`config.mk`:
```
export PLATFORM = sky130hd
export DESIGN_NAME = selective_repeat_receive_window_top
export DESIGN_NICKNAME = d
export VERILOG_FILES = /design/src/rtl/core/srrw_pkg.sv /design/src/rtl/core/srrw_cell.sv /design/src/rtl/core/srrw_window.sv /design/src/rtl/core/selective_repeat_receive_window_top.sv
export SDC_FILE = /design/constraint.sdc
export NUM_CORES = 1
export LEC_CHECK = 0
export ABC_CLOCK_PERIOD_IN_PS = 21900
export BUFFER_PORTS_ARGS = -buffer_cell sky130_fd_sc_hd__buf_2
export CORE_MARGIN = 1
export CORE_UTILIZATION = 60
export DETAILED_ROUTE_END_ITERATION = 12
export GPL_TIMING_DRIVEN = 0
export PLACE_DENSITY = 0.76
export SETUP_SLACK_MARGIN = 0.1
export SYNTH_ARGS = -nofsm -noshare
export SYNTH_HDL_FRONTEND = slang
export SYNTH_SLANG_ARGS = --single-unit
```
`constraint.sdc`:
```
create_clock -name clk -period 21.9 [get_ports clk]
set_input_delay 0 -clock clk [delete_from_list [all_inputs] [get_ports clk]]
set_output_delay 0 -clock clk [all_outputs]
set_load 0.01 [all_outputs]
```
`src/rtl/core/srrw_pkg.sv`:
```
// Types and constants for the selective-repeat receive window.
package srrw_pkg;

    localparam int SEQ_W  = 8;
    localparam int WORD_W = 32;
    localparam int SIZE_W = 11;
    localparam int WS_W   = 5;

    localparam logic [SIZE_W-1:0] PAYLOAD_BYTES = 11'd1024;
    localparam logic [WS_W-1:0]   WS_RESET      = 5'd8;
    localparam logic [SEQ_W-1:0]  LR_RESET      = 8'hFF;

    localparam logic OP_FRAME = 1'b0;
    localparam logic OP_TICK  = 1'b1;

    localparam logic [1:0] KIND_VERDICT = 2'd0;
    localparam logic [1:0] KIND_ACK     = 2'd1;
    localparam logic [1:0] KIND_DELIVER = 2'd2;

    typedef struct packed {
        logic              valid;
        logic [WORD_W-1:0] word;
        logic [SIZE_W-1:0] size;
    } slot_t;

    typedef enum logic [1:0] {
        ST_IDLE  = 2'b01,
        ST_SHIFT = 2'b10
    } state_t;

endpackage

```
`src/rtl/core/srrw_cell.sv`:
```
// One window slot: holds a frame, shifts down, and extends the in-order run.
module srrw_cell (
    input  logic           clk,
    input  logic           rst_n,
    input  logic           in_window,
    input  logic           run_in,
    input  logic           nz_in,
    input  logic           shift_en,
    input  logic           wr_en,
    input  srrw_pkg::slot_t wr_data,
    input  srrw_pkg::slot_t above,
    output srrw_pkg::slot_t cur,
    output logic           run_out,
    output logic           nz_out
);
    import srrw_pkg::*;

    logic              valid_reg;
    logic              valid_next;
    logic [WORD_W-1:0] word_reg;
    logic [WORD_W-1:0] word_next;
    logic [SIZE_W-1:0] size_reg;
    logic [SIZE_W-1:0] size_next;

    always_comb
    begin
        valid_next = valid_reg;
        word_next  = word_reg;
        size_next  = size_reg;
        if (shift_en)
        begin
            valid_next = above.valid;
            word_next  = above.word;
            size_next  = above.size;
        end
        else if (wr_en)
        begin
            valid_next = 1'b1;
            word_next  = wr_data.word;
            size_next  = wr_data.size;
        end
    end

    always_ff @(posedge clk or negedge rst_n)
    begin
        if (!rst_n)
        begin
            valid_reg <= 1'b0;
        end
        else
        begin
            valid_reg <= valid_next;
        end
    end

    always_ff @(posedge clk)
    begin
        word_reg <= word_next;
        size_reg <= size_next;
    end

    assign cur.valid = valid_reg;
    assign cur.word  = word_reg;
    assign cur.size  = size_reg;

    // run: every slot from 0 up to here is filled and inside the window
    assign run_out = run_in & in_window & valid_reg;
    // nz: same, and none of those frames is an end-of-message frame
    assign nz_out  = nz_in & run_out & (size_reg != '0);

endmodule

```
`src/rtl/core/srrw_window.sv`:
```
// Row of slot cells with the in-order run counters.
module srrw_window #(
    parameter int WINDOW_DEPTH = 16,
    parameter int CNT_W        = $clog2(WINDOW_DEPTH + 1)
) (
    input  logic                    clk,
    input  logic                    rst_n,
    input  logic [CNT_W-1:0]        win_eff,
    input  logic                    shift_en,
    input  logic [WINDOW_DEPTH-1:0] wr_sel,
    input  srrw_pkg::slot_t         wr_data,
    output srrw_pkg::slot_t         head,
    output logic [CNT_W-1:0]        run_cnt,
    output logic [CNT_W-1:0]        nz_cnt
);
    import srrw_pkg::*;

    localparam slot_t EMPTY_SLOT = '0;

    slot_t                   cur   [WINDOW_DEPTH];
    slot_t                   upper [WINDOW_DEPTH];
    logic [WINDOW_DEPTH:0]   run_c;
    logic [WINDOW_DEPTH:0]   nz_c;

    assign run_c[0] = 1'b1;
    assign nz_c[0]  = 1'b1;

    for (genvar i = 0; i < WINDOW_DEPTH; i++)
    begin : g_cell
        if (i + 1 < WINDOW_DEPTH)
        begin : g_mid
            assign upper[i] = cur[i + 1];
        end
        else
        begin : g_top
            assign upper[i] = EMPTY_SLOT;
        end

        srrw_cell u_cell (
            .clk       (clk),
            .rst_n     (rst_n),
            .in_window (32'(i) < 32'(win_eff)),
            .run_in    (run_c[i]),
            .nz_in     (nz_c[i]),
            .shift_en  (shift_en),
            .wr_en     (wr_sel[i]),
            .wr_data   (wr_data),
            .above     (upper[i]),
            .cur       (cur[i]),
            .run_out   (run_c[i + 1]),
            .nz_out    (nz_c[i + 1])
        );
    end

    assign head    = cur[0];
    assign run_cnt = CNT_W'($countones(run_c[WINDOW_DEPTH:1]));
    assign nz_cnt  = CNT_W'($countones(nz_c[WINDOW_DEPTH:1]));

endmodule

```
`src/rtl/core/selective_repeat_receive_window_top.sv`:
```
// Frame item: verdict registered at the accept edge.
// Round tick: the ack is registered at the accept edge, then the slot row shifts one cell a cycle,
// once per frame in the in-order run (released or not), a delivery riding on each shift until the
// releasable frames are out; a stalled output pauses the shifts that carry a delivery.
// Output register decouples the result side; a stalled output holds off new items.
// Reset (async, active low): window 8, last_received 255, all slots empty, no message end.
module selective_repeat_receive_window_top #(
    parameter int WINDOW_DEPTH = 16
) (
    input  logic                        clk,
    input  logic                        rst_n,
    input  logic                        cfg_wr_en,
    input  logic [srrw_pkg::WS_W-1:0]   cfg_wr_data,
    input  logic                        in_valid,
    output logic                        in_ready,
    input  logic                        op,
    input  logic                        frame_is_ack,
    input  logic [srrw_pkg::SEQ_W-1:0]  seq_number,
    input  logic [srrw_pkg::WORD_W-1:0] payload_word,
    input  logic [srrw_pkg::SIZE_W-1:0] payload_size,
    output logic                        out_valid,
    input  logic                        out_ready,
    output logic [1:0]                  kind,
    output logic                        accepted,
    output logic [srrw_pkg::SEQ_W-1:0]  ack_number,
    output logic [srrw_pkg::WORD_W-1:0] delivered_word,
    output logic [srrw_pkg::SIZE_W-1:0] delivered_size,
    output logic                        message_end,
    output logic                        last
);
    import srrw_pkg::*;

    localparam int CNT_W = $clog2(WINDOW_DEPTH + 1);

    logic [WS_W-1:0]   window_size_reg;
    logic [SEQ_W-1:0]  last_received_reg;
    logic [SEQ_W-1:0]  last_received_next;
    logic              message_done_reg;
    logic              message_done_next;
    state_t            state_reg;
    state_t            state_next;
    logic [CNT_W-1:0]  step_reg;
    logic [CNT_W-1:0]  step_next;
    logic [CNT_W-1:0]  pos_reg;
    logic [CNT_W-1:0]  pos_next;
    logic [CNT_W-1:0]  nd_reg;
    logic [CNT_W-1:0]  nd_next;

    logic              out_valid_reg;
    logic              out_valid_next;
    logic [1:0]        kind_reg;
    logic [1:0]        kind_next;
    logic              accepted_reg;
    logic              accepted_next;
    logic [SEQ_W-1:0]  ack_number_reg;
    logic [SEQ_W-1:0]  ack_number_next;
    logic [WORD_W-1:0] dword_reg;
    logic [WORD_W-1:0] dword_next;
    logic [SIZE_W-1:0] dsize_reg;
    logic [SIZE_W-1:0] dsize_next;
    logic              mend_reg;
    logic              mend_next;
    logic              last_reg;
    logic              last_next;

    logic [CNT_W-1:0]        win_eff;
    logic [SEQ_W-1:0]        offset;
    logic                    frame_ok;
    logic                    frame_wr;
    logic                    in_acc;
    logic                    out_can_load;
    logic                    shift_en;
    logic [WINDOW_DEPTH-1:0] wr_sel;
    slot_t                   wr_data;
    slot_t                   head;
    logic [CNT_W-1:0]        run_cnt;
    logic [CNT_W-1:0]        nz_cnt;
    logic [CNT_W-1:0]        nd_eff;
    logic                    zero_hit;
    logic                    deliver;
    logic [CNT_W-1:0]        step_inc;

    // clamp window to [1, WINDOW_DEPTH]
    always_comb
    begin
        if (32'(window_size_reg) > 32'(WINDOW_DEPTH))
            win_eff = CNT_W'(WINDOW_DEPTH);
        else if (window_size_reg == '0)
            win_eff = CNT_W'(1);
        else
            win_eff = CNT_W'(window_size_reg);
    end

    assign out_can_load = !out_valid_reg || out_ready;
    assign in_ready     = (state_reg == ST_IDLE) && out_can_load;
    assign in_acc       = in_valid && in_ready;

    assign offset   = seq_number - last_received_reg - 8'd1;
    assign frame_ok = !frame_is_ack && (32'(offset) < 32'(win_eff));
    assign frame_wr = in_acc && (op == OP_FRAME) && frame_ok;

    always_comb
    begin
        for (int i = 0; i < WINDOW_DEPTH; i++)
            wr_sel[i] = frame_wr && (32'(offset) == 32'(i));
    end

    assign wr_data.valid = 1'b1;
    assign wr_data.word  = payload_word;
    assign wr_data.size  = (payload_size > PAYLOAD_BYTES) ? PAYLOAD_BYTES : payload_size;

    // an ended message releases nothing; a zero-size frame in the run ends it
    assign nd_eff   = message_done_reg ? '0 : nz_cnt;
    assign zero_hit = !message_done_reg && (nz_cnt != run_cnt);

    assign deliver  = step_reg < nd_reg;
    assign step_inc = step_reg + CNT_W'(1);
    assign shift_en = (state_reg == ST_SHIFT) && (!deliver || out_can_load);

    srrw_window #(
        .WINDOW_DEPTH (WINDOW_DEPTH),
        .CNT_W        (CNT_W)
    ) u_window (
        .clk      (clk),
        .rst_n    (rst_n),
        .win_eff  (win_eff),
        .shift_en (shift_en),
        .wr_sel   (wr_sel),
        .wr_data  (wr_data),
        .head     (head),
        .run_cnt  (run_cnt),
        .nz_cnt   (nz_cnt)
    );

    always_comb
    begin
        last_received_next = last_received_reg;
        message_done_next  = message_done_reg;
        state_next         = state_reg;
        step_next          = step_reg;
        pos_next           = pos_reg;
        nd_next            = nd_reg;
        out_valid_next     = out_valid_reg && !out_ready;
        kind_next          = kind_reg;
        accepted_next      = accepted_reg;
        ack_number_next    = ack_number_reg;
        dword_next         = dword_reg;
        dsize_next         = dsize_reg;
        mend_next          = mend_reg;
        last_next          = last_reg;

        case (state_reg)
            ST_IDLE:
            begin
                if (in_acc)
                begin
                    out_valid_next  = 1'b1;
                    accepted_next   = 1'b0;
                    ack_number_next = '0;
                    dword_next      = '0;
                    dsize_next      = '0;
                    if (op == OP_FRAME)
                    begin
                        kind_next     = KIND_VERDICT;
                        accepted_next = frame_ok;
                        mend_next     = message_done_reg;
                        last_next     = 1'b1;
                    end
                    else
                    begin
                        last_received_next = last_received_reg + SEQ_W'(run_cnt);
                        message_done_next  = message_done_reg | zero_hit;
                        kind_next          = KIND_ACK;
                        ack_number_next    = last_received_next;
                        mend_next          = message_done_next;
                        last_next          = (nd_eff == '0);
                        pos_next           = run_cnt;
                        nd_next            = nd_eff;
                        step_next          = '0;
                        if (run_cnt != '0)
                            state_next = ST_SHIFT;
                    end
                end
            end
            ST_SHIFT:
            begin
                if (shift_en)
                begin
                    if (deliver)
                    begin
                        out_valid_next  = 1'b1;
                        kind_next       = KIND_DELIVER;
                        accepted_next   = 1'b0;
                        ack_number_next = '0;
                        dword_next      = head.word;
                        dsize_next      = head.size;
                        mend_next       = message_done_reg;
                        last_next       = (step_inc == nd_reg);
                    end
                    step_next = step_inc;
                    if (step_inc == pos_reg)
                        state_next = ST_IDLE;
                end
            end
            default:
            begin
                state_next = ST_IDLE;
            end
        endcase
    end

    always_ff @(posedge clk or negedge rst_n)
    begin
        if (!rst_n)
        begin
            window_size_reg   <= WS_RESET;
            last_received_reg <= LR_RESET;
            message_done_reg  <= 1'b0;
            state_reg         <= ST_IDLE;
            step_reg          <= '0;
            pos_reg           <= '0;
            nd_reg            <= '0;
            out_valid_reg     <= 1'b0;
        end
        else
        begin
            if (cfg_wr_en)
                window_size_reg <= cfg_wr_data;
            last_received_reg <= last_received_next;
            message_done_reg  <= message_done_next;
            state_reg         <= state_next;
            step_reg          <= step_next;
            pos_reg           <= pos_next;
            nd_reg            <= nd_next;
            out_valid_reg     <= out_valid_next;
        end
    end

    always_ff @(posedge clk)
    begin
        kind_reg       <= kind_next;
        accepted_reg   <= accepted_next;
        ack_number_reg <= ack_number_next;
        dword_reg      <= dword_next;
        dsize_reg      <= dsize_next;
        mend_reg       <= mend_next;
        last_reg       <= last_next;
    end

    assign out_valid      = out_valid_reg;
    assign kind           = kind_reg;
    assign accepted       = accepted_reg;
    assign ack_number     = ack_number_reg;
    assign delivered_word = dword_reg;
    assign delivered_size = dsize_reg;
    assign message_end    = mend_reg;
    assign last           = last_reg;

endmodule

```
# Word level (Yosys, flattened, before mapping)
# Cells that the tools add are included.
# totals
ram_bits	0
mem_bits_ro	0
elab_cells	423
in_bits	63
reg_bits	792
output_inout_bits	58
latchBits	0
mem_count	0
# classes
n_bitwise	64
reduce_logical	73
eq_ne	26
mul	0
shifts	0
add_sub_neg	34
order_cmp	20
mux	143
div_mod_pow	0
# ops
cell	count
$mux W32	33
$mux W11	34
$reduce_bool A11 Y1	16
$add A5 B5 Y5	14
$eq A8 B4 Y1 const B	8
$pmux W32 S2	1
$and A1 B1 Y1	62
$mux W1	48
$lt A4 B5 Y1 const A	8
$reduce_bool A2 Y1	17
$add A1 B1 Y2	16
$eq A8 B3 Y1 const B	4
$mux W8	4
$mux W5	6
$logic_and A1 B1 Y1	24
$pmux W11 S2	1
$lt A3 B5 Y1 const A	4
$eq A8 B2 Y1 const B	2
$mux W2	8
$pmux W8 S2	1
$gt A11 B11 Y1 const B	1
$eq A5 B5 Y1	2
$logic_not A5 Y1	2
$lt A1 B5 Y1 const A	2
other kinds (27)	42

# Logic depth before layout (Yosys ltp)
# logic_depth
depth_word	47
ltp_mapped	26
mapped_depth_nobuf	25

# Hierarchy
# A second synthesis with hierarchy kept.
# hier_totals
hier_cells	2208
area_unflattened_um2	39222.6
# modules_own_cells
module	seq_area_each_um2	area_each_um2	instances	cells_each
srrw_cell	1316.3	2088.3	16	103
selective_repeat_receive_window_top	2494.9	4779.6	1	443
srrw_window	0.0	1031.0	1	117

# Least setup slack after synthesis
# OpenSTA, ideal clock, no wires.
# synth_timing
kind	flip-flop to flip-flop
from	register last_received_reg[1]
to	register u_window.g_cell[0].u_cell.size_reg[0], enable pin
n_path_buf	0
path_stages_with_launch	14
t_arrival_ns	6.552
synth_period_minus_slack_ns	7.060
setup_ns	0.508
path_slack_ns	14.840
required_time_ns	21.392
path_cell_list	dfstp_2 > inv_1 > ha_1 > a21o_1 > a21oi_1 > xor2_1 > inv_1 > ha_1 > or4_1 > o21ai_0 > a21oi_1 > nor4_4 > nand3_1 > o31ai_1
# synth_between
elab_chain_len	7
elab_cells_between_ends	8
classes_between	add/sub (2); order compare (1); reduce/logical (5)
# synth_lines
element	line_no	source
start: declaration	selective_repeat_receive_window_top.sv:36	logic [SEQ_W-1:0] last_received_reg;
start signal: assignment	selective_repeat_receive_window_top.sv:229	last_received_reg <= last_received_next;
$sub A8 B8 Y8 *	selective_repeat_receive_window_top.sv:98	assign offset = seq_number - last_received_reg - 8'd1;
$sub A8 B1 Y8 *	selective_repeat_receive_window_top.sv:98	
$lt A8 B5 Y1	selective_repeat_receive_window_top.sv:99	assign frame_ok = !frame_is_ack && (32'(offset) < 32'(win_eff));
$logic_and A1 B1 Y1	selective_repeat_receive_window_top.sv:99	
$logic_and A1 B1 Y1	selective_repeat_receive_window_top.sv:100	assign frame_wr = in_acc && (op == OP_FRAME) && frame_ok;
$logic_and A1 B1 Y1 *	selective_repeat_receive_window_top.sv:105	wr_sel[i] = frame_wr && (32'(offset) == 32'(i));
$reduce_bool A2 Y1 (no source line) *	-	
end signal: assignment	srrw_cell.sv:59	size_reg <= size_next;
end: declaration	srrw_cell.sv:22	logic [SIZE_W-1:0] size_reg;
# Mark *: on every way between the ends. The rest lies on a longest branch, timed or not.
# A chain may end at the register's enable or synchronous reset.

# Final worst setup path
# layout_timing
from	register window_size_reg[3]
to	register ack_number_reg[6] (netlist: ack_number[6]) (data pin)
# layout_between
elab_chain_len	43
elab_cells_between_ends	70
classes_between	add/sub (16); order compare (17); mux (5); bitwise (31); reduce/logical (1)
# layout_lines
element	line_no	source
start: declaration	selective_repeat_receive_window_top.sv:35	logic [WS_W-1:0] window_size_reg;
start signal: assignment	selective_repeat_receive_window_top.sv:228	window_size_reg <= cfg_wr_data;
branches (longest 2 deep; another with $gt A5 B5 Y1)	-	
$mux W5 *	selective_repeat_receive_window_top.sv:86	if (32'(window_size_reg) > 32'(WINDOW_DEPTH))
$lt A1 B5 Y1	srrw_window.sv:42	.in_window (32'(i) < 32'(win_eff)),
$and A1 B1 Y1 (31 in series)	srrw_cell.sv:67	assign run_out = run_in & in_window & valid_reg;
$add A1 B1 Y2 (implied by the code)	srrw_window.sv:56	assign run_cnt = CNT_W'($countones(run_c[WINDOW_DEPTH:1]));
$add A5 B5 Y5 (implied by the code) (2 in series)	srrw_window.sv:56	
$add A5 B5 Y5 (implied by the code) *	srrw_window.sv:56	
named net run_cnt[3]	selective_repeat_receive_window_top.sv:76	logic [CNT_W-1:0] run_cnt;
$add A8 B5 Y8 *	selective_repeat_receive_window_top.sv:171	last_received_next = last_received_reg + SEQ_W'(run_cnt);
$mux W8 *	selective_repeat_receive_window_top.sv:162	if (op == OP_FRAME)
$mux W8 *	selective_repeat_receive_window_top.sv:155	if (in_acc)
$pmux W8 S2 *	selective_repeat_receive_window_top.sv:152	case (state_reg)
end signal: assignment	selective_repeat_receive_window_top.sv:243	ack_number_reg <= ack_number_next;
end: declaration	selective_repeat_receive_window_top.sv:55	logic [SEQ_W-1:0] ack_number_reg;
# Mark *: on every way through the listed nets, which the timed path passes. The select of a mux whose other input is x is not followed.

==> run summary <==
The run finished with clean final reports. The DRC violation count after routing came out at 0. The number of endpoints failing setup at the final stage came out at 0. The initialized floorplan defines 86 standard-cell rows. In the detailed route, the total length drawn on met3 is between 8000 and 9000 um. The mean area per synthesized cell is approximately 12 um^2. The clock root buffer master is clkbuf_16. The initial utilization of the core area, before any placement, comes to 0.610.

Setup repair after global routing left no endpoint under its margin. In the final layout, the share of cells above drive strength 1 is 0.103. The hold path endpoint is u_window.g_cell[15].u_cell.size_reg[2].

The summed area of non-filler cells in the final layout came out at 0.0391 mm^2. The worst register-to-register path begins at window_size_reg[3]. The first detailed-routing pass took 6 iterations. The clock-pin slew reported for the worst setup and hold paths after clock tree synthesis is ~60 ps.

The number of cells on the worst hold path came out at 3. For this run, the register share of the synthesized area comes to 0.686. After synthesis, the largest family of logic cells by area is simple AND/OR/NAND/NOR gates.

The hold violation count in the final report came to 0. The flip-flop and latch count after synthesis came out at around 790. The ratio of routed vias to standard cells is between 5 and 6. The global-route wire length before repair is around 130,000 um. STA classifies the critical path endpoint as a flip-flop. Once placement finished, the instance area stood at between 0.03 and 0.04 mm^2. The detailed-placement wirelength estimate came out at 57,800 um. The layout-stage area growth over the synthesis result is 15.9%. The slack of the worst reg-to-reg path came out at 14,420 ps. The final total negative setup slack is 0 ps. The remaining global-route overflow is 0. Post-CTS timing repair inserted 0 buffers for setup. The worst reg2reg path depth came out at 24.

In this design, the stage delay of the slowest critical-path cell is between 600 and 700 ps. Measured against its own limit, the worst slew margin works out to 0.189. After detailed routing, no signal wire sits above met5. The number of buffer cells added on primary ports is approximately 120.

Measured against the total synthesized area, the mux share comes to 0.0204. The worst register-to-register path ends at ack_number[6]. The post-synthesis share of cell area spent on full adders, half adders and majority gates is 0.0328. At the worst endpoint, the arrival time is 7870 ps. The summed instance area of the synthesized netlist came out at between 0.03 and 0.04 mm^2.

The met2 wirelength from detailed routing came out at 38,900 um. The wire length after detailed routing came out at 84,000 um. Entering global routing, the biggest net connects between 40 and 50 pins. The via count of the first global-routing pass is between 20,000 and 25,000.

The slowest cell on the critical path is a211oi_1. The worst hold path begins at payload_size[2]. The simple logic cell fraction of the synthesized area came out at 0.164. The synthesized instance count came out at 2,835. The later-pin clock latency in the skew report is 640 ps. The total power per unit cell area came out at between 80 and 90 mW/mm^2.

The number of flip-flops in the largest register came out at 512. In the synthesized netlist the dominant register cell turns out to be edfxtp_1. In this run the vertical extent of the chip is around 240 um. The most repeated library cell on the critical path is fa_1. The area of the die is ~0.057 mm^2. The worst path needs around 7500 ps of the cycle, external delays included. Fill cells in the final layout number between 3,000 and 4,000. The critical path is of the flip-flop to flip-flop type. The count of unique library cells instantiated by Yosys is 62. The width of the die is between 200 and 250 um. The area fraction in compound gates after synthesis came to 0.0589. The count of antenna-violating nets left after detailed routing came out at 0. The highest clock frequency the design can meet came out at roughly 0.13 GHz. In this run the count of I/O pins placed on the die edge is between 100 and 150. The total of max-cap violations came out at 0.

The number of synthesis warnings is 0. In the finished design, the share of the clock period the worst path needs comes to 0.342. The number of nets at the end of the flow came out at approximately 3,200. The length of routed wiring on met1 is ~34,000 um. IR analysis of the VDD net gives a maximum drop of roughly 55 uV. The signal on the critical path passes through buf_2 > nor2_1 > a31oi_1 > nand3_1 > a211oi_1 > and3_1 > ha_1 > fa_1 > fa_1 > fa_1 > inv_1 > fa_1 > inv_1 > ha_1 > inv_1 > fa_1 > xor2_1 > inv_1 > ha_1 > a21oi_1 > nor2b_1 > o21ai_0 > xnor2_1 > nor2_1.

The placer congestion estimate is about 0.90. The TritonCTS clock tree is done. The count of flip-flops with a built-in enable after synthesis is between 700 and 800. The number of H-tree branching levels came out at 3. The maximum root-to-sink buffer count is 3.

The net count of the mapped netlist is slightly below 3,000. The violation count after the first detailed-route iteration is 2,558. The synthesized-area fraction occupied by xor and xnor cells is 0.00887. The library cell used most frequently in the layout, excluding fill and tap cells, is nand2_1. For the final database, setup skew stands at about 19 ps.

In the final routed layout, each cell accounts on average for about 21 um. Leaving out fill and tap cells, the most frequent cells in the layout are 1,105 x nand2_1, 701 x edfxtp_1, 160 x a21o_1, 151 x clkbuf_1, 133 x buf_2. The max-slew violation count is 0. The clock sink total is about 790. The number of buffers created by CTS is 80. In this run the worst path has a maximum fanout of 10. The initial antenna violation count came out at 4. After synthesis, the share of flip-flops with an asynchronous set or reset is 0.0606. In this run the worst hold path is classified as input pin to flip-flop. The total via count in the routed design came out at 22,843. The static leakage power is about 16 nW. For the pin with the worst max-slew slack, the measured transition is around 1200 ps. Across every metal layer, demand over resource in global routing totals 0.299.

The required time of the worst setup path came out at roughly 22,000 ps. The total area inside the core boundary comes to around 0.055 mm^2. The worst setup path is launched from a flip-flop.
==> critical path, delay by kind of cell (launching register included) <==
family / cells / cell delay, ps
compound gates: 4 / 1560
xor+xnor: 2 / 730
fa+ha+maj: 8 / 3070
buf+inv: 5 / 540
flops: 1 / 570
simple gates: 5 / 770
==> routing by layer <==
metal  GRT usage  up-vias
met5           0        -
met4      0.0932        4
met3      0.0657      147
met2       0.467     1218
met1       0.421    11176
li1            -    10298
==> worst max path at each step <==
stage | slack (ps) | cells past startpoint | from | to
after detailed placement | 14640 | 26 | window_size_reg[3] | ack_number[7]
after CTS | 14580 | 26 | window_size_reg[3] | ack_number[7]
after floorplan | 14840 | 13 | last_received_reg[1] | u_window.g_cell[0].u_cell.size_reg[0]
after global placement | 11610 | 13 | last_received_reg[1] | u_window.g_cell[13].u_cell.word_reg[13]
after global routing | 14130 | 26 | window_size_reg[3] | ack_number[7]
final | 14420 | 24 | window_size_reg[3] | ack_number[6]
==> repair_timing <==
action,4_1_cts,5_1_grt
hold endpoints to repair,242,0
hold buffers,47,0
gates resized for setup,0,0
==> power by group <==
group / total [mW] / internal, mW / switching, mW
Combinational: 0.259 / 0.0837 / 0.175
Sequential: 1.71 / 1.69 / 0.0161
Clock: 1.40 / 0.819 / 0.583
==> synthesized netlist by cell type, types with 24 or more instances <==
cell | count | area share
nand2_1 | 1105 | 0.12
mux2i_1 | 52 | 0.015
clkbuf_1 | 134 | 0.015
o21ai_0 | 58 | 0.0086
and2_1 | 58 | 0.011
dfxtp_1 | 43 | 0.026
nor2_1 | 29 | 0.0032
fa_1 | 24 | 0.014
ha_1 | 50 | 0.019
edfxtp_1 | 701 | 0.62
dfrtp_1 | 38 | 0.028
a21o_1 | 160 | 0.036
nor4_1 | 43 | 0.0080
inv_1 | 90 | 0.010
==> metrics by stage <==
| step | worst slack, ps | hold WS (ps) | total power, mW | instances | util |
|---|---|---|---|---|---|
| 2_1_floorplan | 14840 | -296 | 1.88 | 2835 | - |
| 3_3_place_gp | 11610 | 215 | 1.96 | 3701 | 0.637 |
| 3_5_place_dp | 14640 | 217 | 1.98 | 3725 | 0.649 |
| 4_1_cts | 14580 | 13.4 | 3.38 | 3920 | 0.707 |
| 5_1_grt | 14130 | 46.2 | 3.46 | 3921 | 0.707 |
| 6_report | 14420 | 43.8 | 3.37 | 3921 | 0.707 |
==> logic make-up (layout without fill, tap and decap cells) <==
logic type	Yosys count	count (layout)
buf+inv	246	583
other cells	0	1
fa+ha+maj	74	74
compound gates	287	287
xor+xnor	31	31
mux	65	65
simple gates	1340	1340
flops	792	792
==> layout make-up <==
class | instances | area [um^2] | area share
diodes | 1 | 2.50 | 0.0000640
plain buffers | 156 | 627 | 0.0160
clock inverters | 43 | 485 | 0.0124
flip-flops and latches | 792 | 23100 | 0.592
multi-input cells | 1797 | 9800 | 0.251
well taps | 748 | 936 | 0.0239
repair buffers | 189 | 1560 | 0.0400
inverters | 90 | 338 | 0.00864
clock buffers | 105 | 2200 | 0.0563
Note: power is estimated with default switching activity, not from simulation.
